$ cat config.mk
export PLATFORM = sky130hd
export DESIGN_NAME = frame_header_length_checksum_check
export DESIGN_NICKNAME = d
export VERILOG_FILES = /design/src/hw/rtl/fhlc_pkg.sv /design/src/hw/rtl/fhlc_in_reg.sv /design/src/hw/rtl/fhlc_core.sv /design/src/hw/rtl/fhlc_out_reg.sv /design/src/hw/rtl/frame_header_length_checksum_check.sv
export SDC_FILE = /design/constraint.sdc
export NUM_CORES = 1
export LEC_CHECK = 0
export ABC_AREA = 1
export BUFFER_PORTS_ARGS = -buffer_cell sky130_fd_sc_hd__buf_2
export CAP_MARGIN = 20
export CORE_MARGIN = 1
export CORE_UTILIZATION = 47
export CTS_CLUSTER_DIAMETER = 80
export DETAILED_ROUTE_END_ITERATION = 12
export PLACE_DENSITY = 0.76
export SLEW_MARGIN = 25
export SYNTH_ARGS = -nofsm -noshare
export SYNTH_HDL_FRONTEND = slang
export SYNTH_SLANG_ARGS = --single-unit
$ cat constraint.sdc
create_clock -name i_clk -period 6.2 [get_ports i_clk]
set_clock_uncertainty 0.1 [all_clocks]
set_input_delay 0 -clock i_clk [delete_from_list [all_inputs] [get_ports i_clk]]
set_output_delay 0 -clock i_clk [all_outputs]
set_load 0.01 [all_outputs]
$ cat src/hw/rtl/fhlc_pkg.sv
// ----------------------------------------------------------------------------
// fhlc_pkg
// Shared types and constants of the frame header, length and checksum checker.
// ----------------------------------------------------------------------------
`default_nettype none

package fhlc_pkg;

    // Default largest frame, in bytes.
    localparam int MAX_FRAME_DEF = 1024;

    // Fixed field widths.
    localparam int BYTE_W      = 8;
    localparam int CFG_W       = 11;
    localparam int FRAME_LEN_W = 11;
    localparam int SUM_W       = 16;
    localparam int DECL_W      = 16;
    // Declared length plus overhead needs one bit more than the length field.
    localparam int TOTAL_W     = DECL_W + 1;

    // Frame format.
    localparam logic [BYTE_W-1:0]  SYNC_BYTE      = 8'h5A;
    localparam logic [TOTAL_W-1:0] FRAME_OVERHEAD = 17'd7;

    // Status codes of a closed frame.
    typedef enum logic [2:0] {
        ST_OK       = 3'd0,
        ST_SUM_ERR  = 3'd1,
        ST_SHORT    = 3'd2,
        ST_BAD_HDR  = 3'd3,
        ST_TOO_LONG = 3'd4
    } t_status;

    // One received word as held in the input register.
    typedef struct packed {
        logic [BYTE_W-1:0] data_byte;
        logic              restart;
    } t_in_word;

    // One frame report.
    typedef struct packed {
        t_status                status;
        logic [FRAME_LEN_W-1:0] frame_length;
        logic [SUM_W-1:0]       computed_sum;
    } t_result;

endpackage

`default_nettype wire

$ cat src/hw/rtl/fhlc_in_reg.sv
// ----------------------------------------------------------------------------
// fhlc_in_reg
// Input register: holds one received word until the frame logic takes it.
// ----------------------------------------------------------------------------
`default_nettype none

module fhlc_in_reg
    import fhlc_pkg::*;
(
    input  wire logic     i_clk,
    input  wire logic     i_rst_n,
    input  wire logic     i_valid,
    output logic          o_ready,
    input  wire t_in_word i_word,
    input  wire logic     i_take,
    output logic          o_valid,
    output t_in_word      o_word
);

    logic     r_valid;
    t_in_word r_word;

    // The register frees up in the same cycle its word is taken.
    assign o_ready = !r_valid || i_take;
    assign o_valid = r_valid;
    assign o_word  = r_word;

    // Valid flag.
    always_ff @(posedge i_clk) begin
        if (!i_rst_n) begin
            r_valid <= 1'b0;
        end else if (o_ready) begin
            r_valid <= i_valid;
        end
    end

    // Word payload.
    always_ff @(posedge i_clk) begin
        if (i_valid && o_ready) begin
            r_word <= i_word;
        end
    end

endmodule

`default_nettype wire

$ cat src/hw/rtl/fhlc_core.sv
// ----------------------------------------------------------------------------
// fhlc_core
// Frame state and checks: counts bytes, tracks header and length, sums the
// frame and decides when a frame closes and with what status.
// ----------------------------------------------------------------------------
`default_nettype none

module fhlc_core
    import fhlc_pkg::*;
#(
    parameter int MAX_FRAME = MAX_FRAME_DEF
) (
    input  wire logic             i_clk,
    input  wire logic             i_rst_n,
    input  wire logic [CFG_W-1:0] i_expected_size,
    input  wire logic             i_step,
    input  wire t_in_word         i_word,
    output logic                  o_res_valid,
    output t_result               o_res
);

    localparam int CW = $clog2(MAX_FRAME + 1);
    localparam logic [TOTAL_W-1:0] MAX_TOTAL = TOTAL_W'(MAX_FRAME);

    // Frame state.
    logic [CW-1:0]     r_count;
    logic [CW-1:0]     r_target;
    logic [SUM_W-1:0]  r_sum;
    logic [BYTE_W-1:0] r_recent0;
    logic [BYTE_W-1:0] r_recent1;
    logic              r_hdr_ok;
    logic [DECL_W-1:0] r_decl;

    logic [CW-1:0]      n_count;
    logic [CW-1:0]      n_target;
    logic [SUM_W-1:0]   n_sum;
    logic               n_hdr_ok;
    logic [DECL_W-1:0]  n_decl;

    logic [CW-1:0]      pos;
    logic               first;
    logic [CW-1:0]      cur_target;
    logic [SUM_W-1:0]   cur_sum;
    logic [BYTE_W-1:0]  cur_recent0;
    logic [BYTE_W-1:0]  cur_recent1;
    logic               cur_hdr_ok;
    logic [DECL_W-1:0]  cur_decl;
    logic [TOTAL_W-1:0] exp_ext;
    logic [TOTAL_W-1:0] exp_clamped;
    logic [TOTAL_W-1:0] total;
    logic [TOTAL_W-1:0] target_ext;
    logic [SUM_W-1:0]   check;
    logic               reached;
    logic               emit;
    logic               grow;
    t_status            status;

    // Position of this byte; a restart or a closed frame begins a new one.
    assign pos   = i_word.restart ? '0 : r_count;
    assign first = (pos == '0);

    // Expected size is clamped into the legal frame range.
    assign exp_ext = TOTAL_W'(i_expected_size);
    always_comb begin
        exp_clamped = exp_ext;
        if (exp_clamped < FRAME_OVERHEAD) begin
            exp_clamped = FRAME_OVERHEAD;
        end
        if (exp_clamped > MAX_TOTAL) begin
            exp_clamped = MAX_TOTAL;
        end
    end

    // State as seen by this byte, with a fresh frame on the first byte.
    assign cur_target  = first ? CW'(exp_clamped) : r_target;
    assign cur_sum     = first ? '0 : r_sum;
    assign cur_recent0 = first ? '0 : r_recent0;
    assign cur_recent1 = first ? '0 : r_recent1;
    assign cur_hdr_ok  = first ? 1'b1 : r_hdr_ok;
    assign cur_decl    = first ? '0 : r_decl;

    // Header, length field and running sum.
    always_comb begin
        n_hdr_ok = cur_hdr_ok;
        if (pos < CW'(2) && i_word.data_byte != SYNC_BYTE) begin
            n_hdr_ok = 1'b0;
        end
        n_decl = cur_decl;
        if (pos == CW'(3)) begin
            n_decl = {cur_decl[DECL_W-1:BYTE_W], i_word.data_byte};
        end
        if (pos == CW'(4)) begin
            n_decl = {i_word.data_byte, cur_decl[BYTE_W-1:0]};
        end
        // Bytes leave the two-byte delay line into the sum.
        n_sum = cur_sum;
        if (pos >= CW'(2)) begin
            n_sum = cur_sum + SUM_W'(cur_recent1);
        end
    end

    assign n_count    = pos + CW'(1);
    assign total      = TOTAL_W'(n_decl) + FRAME_OVERHEAD;
    assign target_ext = TOTAL_W'(cur_target);
    assign reached    = (n_count >= cur_target);
    assign check      = {i_word.data_byte, cur_recent0};

    // Once the target is met, close the frame or grow the target to the declared total.
    always_comb begin
        emit     = 1'b0;
        grow     = 1'b0;
        status   = ST_OK;
        n_target = cur_target;
        if (reached) begin
            if (!n_hdr_ok) begin
                emit   = 1'b1;
                status = ST_BAD_HDR;
            end else if (total > MAX_TOTAL) begin
                emit   = 1'b1;
                status = ST_TOO_LONG;
            end else if (total > target_ext) begin
                grow     = 1'b1;
                n_target = CW'(total);
            end else if (total < target_ext) begin
                emit   = 1'b1;
                status = ST_SHORT;
            end else begin
                emit   = 1'b1;
                status = (check == n_sum) ? ST_OK : ST_SUM_ERR;
            end
        end
    end

    assign o_res_valid         = i_step && emit;
    assign o_res.status        = status;
    assign o_res.frame_length  = FRAME_LEN_W'(n_count);
    assign o_res.computed_sum  = n_sum;

    // Byte counter; zero marks the start of the next frame.
    always_ff @(posedge i_clk) begin
        if (!i_rst_n) begin
            r_count <= '0;
        end else if (i_step) begin
            r_count <= emit ? '0 : n_count;
        end
    end

    // Remaining frame state, only read while a frame is open.
    always_ff @(posedge i_clk) begin
        if (i_step) begin
            r_target  <= grow ? n_target : cur_target;
            r_sum     <= n_sum;
            r_recent1 <= cur_recent0;
            r_recent0 <= i_word.data_byte;
            r_hdr_ok  <= n_hdr_ok;
            r_decl    <= n_decl;
        end
    end

endmodule

`default_nettype wire

$ cat src/hw/rtl/fhlc_out_reg.sv
// ----------------------------------------------------------------------------
// fhlc_out_reg
// Result register: holds one frame report until the receiver takes it.
// ----------------------------------------------------------------------------
`default_nettype none

module fhlc_out_reg
    import fhlc_pkg::*;
(
    input  wire logic    i_clk,
    input  wire logic    i_rst_n,
    input  wire logic    i_load,
    input  wire t_result i_res,
    output logic         o_space,
    output logic         o_valid,
    input  wire logic    i_ready,
    output t_result      o_res
);

    logic    r_valid;
    t_result r_res;

    // Room for a new report when empty or when the held one leaves now.
    assign o_space = !r_valid || i_ready;
    assign o_valid = r_valid;
    assign o_res   = r_res;

    // Valid flag.
    always_ff @(posedge i_clk) begin
        if (!i_rst_n) begin
            r_valid <= 1'b0;
        end else if (o_space) begin
            r_valid <= i_load;
        end
    end

    // Report payload.
    always_ff @(posedge i_clk) begin
        if (i_load && o_space) begin
            r_res <= i_res;
        end
    end

endmodule

`default_nettype wire

$ cat src/hw/rtl/frame_header_length_checksum_check.sv
// ----------------------------------------------------------------------------
// frame_header_length_checksum_check
// Frame checker for a byte stream: sync header, length field, 16-bit sum.
// ----------------------------------------------------------------------------
// Usage:
//   The input channel (i_valid / o_ready) carries one received byte per word
//   with a restart flag that drops any partial frame. The output channel
//   (o_valid / i_ready) carries one word per closed frame: status, length in
//   bytes and the computed sum. Most bytes produce no output word.
//   i_cfg_we writes the expected size; it is sampled at a frame's first byte.
//   Throughput is one byte per cycle unless the receiver stalls. A byte is
//   checked while it sits in the input register; a report it closes goes
//   into the result register as the byte is taken and is shown from there.
//   While the receiver stalls with a report waiting, no byte is checked: one
//   more byte fills the input register and then o_ready drops.
//   Reset empties both registers, sets the expected size to 7 and starts a
//   new frame with the next byte.
// ----------------------------------------------------------------------------
`default_nettype none

module frame_header_length_checksum_check
    import fhlc_pkg::*;
#(
    parameter int MAX_FRAME = MAX_FRAME_DEF
) (
    input  wire logic                   i_clk,
    input  wire logic                   i_rst_n,
    input  wire logic                   i_cfg_we,
    input  wire logic [CFG_W-1:0]       i_cfg_data,
    input  wire logic                   i_valid,
    output logic                        o_ready,
    input  wire logic [BYTE_W-1:0]      i_data_byte,
    input  wire logic                   i_restart,
    output logic                        o_valid,
    input  wire logic                   i_ready,
    output logic [2:0]                  o_status,
    output logic [FRAME_LEN_W-1:0]      o_frame_length,
    output logic [SUM_W-1:0]            o_computed_sum
);

    logic [CFG_W-1:0] r_expected_size;
    t_in_word         in_word;
    t_in_word         stg_word;
    logic             stg_valid;
    logic             step;
    logic             res_valid;
    t_result          res;
    t_result          out_res;
    logic             out_space;

    // Expected size register.
    always_ff @(posedge i_clk) begin
        if (!i_rst_n) begin
            r_expected_size <= CFG_W'(FRAME_OVERHEAD);
        end else if (i_cfg_we) begin
            r_expected_size <= i_cfg_data;
        end
    end

    assign in_word.data_byte = i_data_byte;
    assign in_word.restart   = i_restart;

    // A held byte is checked when its possible report has somewhere to go.
    assign step = stg_valid && out_space;

    fhlc_in_reg u_in_reg (
        .i_clk   (i_clk),
        .i_rst_n (i_rst_n),
        .i_valid (i_valid),
        .o_ready (o_ready),
        .i_word  (in_word),
        .i_take  (step),
        .o_valid (stg_valid),
        .o_word  (stg_word)
    );

    fhlc_core #(
        .MAX_FRAME (MAX_FRAME)
    ) u_core (
        .i_clk           (i_clk),
        .i_rst_n         (i_rst_n),
        .i_expected_size (r_expected_size),
        .i_step          (step),
        .i_word          (stg_word),
        .o_res_valid     (res_valid),
        .o_res           (res)
    );

    fhlc_out_reg u_out_reg (
        .i_clk   (i_clk),
        .i_rst_n (i_rst_n),
        .i_load  (res_valid),
        .i_res   (res),
        .o_space (out_space),
        .o_valid (o_valid),
        .i_ready (i_ready),
        .o_res   (out_res)
    );

    assign o_status       = out_res.status;
    assign o_frame_length = out_res.frame_length;
    assign o_computed_sum = out_res.computed_sum;

endmodule

`default_nettype wire

==> results_dict.tcl <==
set metrics [dict create \
    slew_viol_final 0 \
    endpoint "u_out_reg.o_res[13]$_DFFE_PP_" \
    grt_pass1_vias 6010 \
    cts_made_buffers 17 \
    grt.total_usage 0.237 \
    p_per_area_nw_per_um2 238 \
    synthTopCellsByArea "edfxtp_1 (40%), nand2_1 (11%), dfxtp_1 (6.4%)" \
    synthCells 909 \
    required_ns 6.17 \
    drtAntennaViolNets 0 \
    instances_no_fill 1232 \
    rsz0062_at_grt "no" \
    r2r_setup_slack_ns 0.87 \
    die_width_um 128 \
    yosys_register_bits 123 \
    yosys.cell_types.count 47 \
    diodes 0 \
    syn2layout_area_growth_pct 18.5 \
    p_leak_nw 4.02 \
    cp-end-kind "flop" \
    timing.rr.start "u_in_reg.o_word[0]$_DFFE_PP_" \
    multi_input_area_um2 3410 \
    initial_core_util 0.485 \
    placed_cells 1161 \
    synth_seq_area_share 0.463 \
    register_area_um2 3450 \
    dieArea_um2 16400 \
    crit_type "reg2reg" \
    clkTransAtPathRegs_ns 0.06 \
    yosysTopAreaCell "edfxtp_1" \
    dr.pass1.iters 8 \
    synth.avg_cell_area_um2 8.21 \
    synth_top_area_frac 0.399 \
    setup_tns_ns 0 \
    cp-startpoint "u_in_reg.o_word[0]$_DFFE_PP_" \
    timing.fmax_ghz 0.188 \
    via_per_inst 5.25 \
    cts_max_level 4 \
    maxCapViolCount 0 \
    cts_tree "yes" \
    core_um2 15400 \
    synth_nets 970 \
    clockRootBuffer "clkbuf_16" \
    grt_pass1_wl_mm 29.7 \
    overflow 0 \
    r2r_end "u_out_reg.o_res[13]$_DFFE_PP_" \
    drive_above_1_share 0.144 \
    tightest_slew_ns 0.808 \
    dp_hpwl_mm 13.1 \
    wl_mm 18.5 \
    fp-row-count 45 \
    drc 0 \
    drtIter0Drc 617 \
    r2r_cells 27 \
    vias 6468 \
    hold_class "in2reg" \
    fillers 1371 \
    synth_area_um2 7460 \
    io_pins 57 \
    max-slew-margin-rel 0.461 \
    period_share 0.859 \
    finalHoldViolCount 0 \
    final_cell_mix "nand2_1 (227), inv_1 (113), nor2_1 (103)" \
    port_buffers 56 \
    critPathLaunchType "flop" \
    grt_max_degree 63 \
    clk_latency_ns 0.42 \
    critPathArrivalTime_ns 5.29 \
    place_worst_setup_slack_ns 0.939 \
    post_drt_wl_per_cell_um 15.0 \
    worstPathMaxFanout 30 \
    place_congestion 0.989 \
    clock_sinks 123 \
    final_common_cell "nand2_1" \
    clockBufferDepth 2 \
    layout_setup_ws_ns 0.874 \
    setup_violations 0 \
    fin_crit_ns 5.33 \
    ir_drop_mv 0.177 \
    antenna_found_initial 0 \
    die_h_um 128 \
    ys_warn_count 0 \
    total_power_mw 2.10 \
    nets 1069 \
    final.hold.worst_slack_ns 0.0828 \
    status "complete, no violations" \
]
==> repair_timing <==
item,4_1_cts,5_1_grt
hold endpoints to repair,23,0
hold buffers,39,0
buffers inserted,0,0
gates resized for setup,0,0
endpoints found under the setup margin,0,0
==> synth_stat cells (all sizes together) <==
cell type	count
o21bai	2
or2	2
and3	1
buf	12
a21boi	2
a21oi	34
nand3b	2
o22ai	1
nor4	3
dfxtp	24
edfxtp	99
xnor2	11
xor2	14
clkbuf	10
nor2	115
o211ai	3
ha	35
o21ai	41
a22oi	3
a31oi	3
o2111ai	1
and3b	1
nor3	12
nand4	15
fa	1
a21o	1
nand3	87
nand2	251
and2	1
a22o	2
a41oi	1
inv	119
==> power breakdown <==
group	leakage [nW]	switching (mW)	internal (mW)
clock	0.253	0.394	0.516
combinational	2.64	0.159	0.0894
sequential	1.13	0.0176	0.927
total	4.02	0.570	1.53
==> worst max-delay path, cell delays in order (launching register included) <==
cell and delay, ns:
edfxtp_1 0.46, nor2_1 0.27, inv_1 0.14, ha_1 0.20, inv_1 0.06, nor2_1 0.05, nand3_2 0.30, buf_4 0.34
nand3_1 0.11, nand2_1 0.17, nand2_1 0.13, nor2_2 0.18, nand2_1 0.11, o21ai_1 0.23, inv_1 0.07, ha_1 0.31
nand2_1 0.12, nor2_1 0.05, nor2_1 0.11, a41oi_1 0.14, nor2_1 0.13, nand3_1 0.09, nor2_1 0.14, nor2_1 0.10
nand3_4 0.15, nand3_1 0.17, inv_1 0.11, buf_4 0.40
==> layout make-up <==
type | count | share of cell area
repair buffers | 102 | 0.0818
clock buffers | 17 | 0.0481
well taps | 211 | 0.0299
flip-flops and latches | 123 | 0.391
inverters | 119 | 0.0508
multi-input cells | 645 | 0.386
clock inverters | 15 | 0.0130
==> per-stage QoR <==
step                 util  area, um^2
floorplan               -        7460
global placement    0.515        7910
detailed placement  0.515        7910
CTS                 0.575        8840
global route        0.575        8840
finish              0.575        8840
==> routing by layer <==
layer  track usage  wire length (um)  part of all wire
met5             0                 0                 0
met4         0.101               325             0.018
met3        0.0488              1310             0.071
met2         0.375              8570              0.46
met1         0.317              8250              0.45
==> state kept, by name, indices dropped and copies added (netlist names) <==
| signal | cells |
|---|---|
| r_expected_size | 11 |
| u_core.r_count | 11 |
| u_core.r_decl | 16 |
| u_core.r_hdr_ok | 1 |
| u_core.r_recent0 | 8 |
| u_core.r_recent1 | 8 |
| u_core.r_sum | 16 |
| u_core.r_target | 11 |
| u_in_reg.o_valid | 1 |
| u_in_reg.o_word | 9 |
| u_out_reg.o_res | 30 |
| u_out_reg.o_valid | 1 |
==> cell families after synthesis <==
group	synth area share
AOI/OAI and AO/OA	0.0710
and+or+nand+nor	0.296
buffers and inverters	0.0797
adders and majority gates	0.0614
xor gates and xnor gates	0.0294
DFF	0.463
==> how the worst min path moves through the flow <==
stage	from	endpoint	slack, ns	cells after the start
2_1_floorplan	i_restart	u_in_reg.o_word[0]$_DFFE_PP_	-0.001	0
5_1_grt	i_cfg_we	r_expected_size[9]$_SDFFE_PN0P_	0.11	3
6_report	i_cfg_we	r_expected_size[9]$_SDFFE_PN0P_	0.08	3
3_3_place_gp	i_data_byte[5]	u_in_reg.o_word[6]$_DFFE_PP_	0.08	1
4_1_cts	i_cfg_we	r_expected_size[9]$_SDFFE_PN0P_	0.04	3
3_5_place_dp	i_data_byte[3]	u_in_reg.o_word[4]$_DFFE_PP_	0.08	1
No activity file was read; power rests on OpenSTA's default activity.
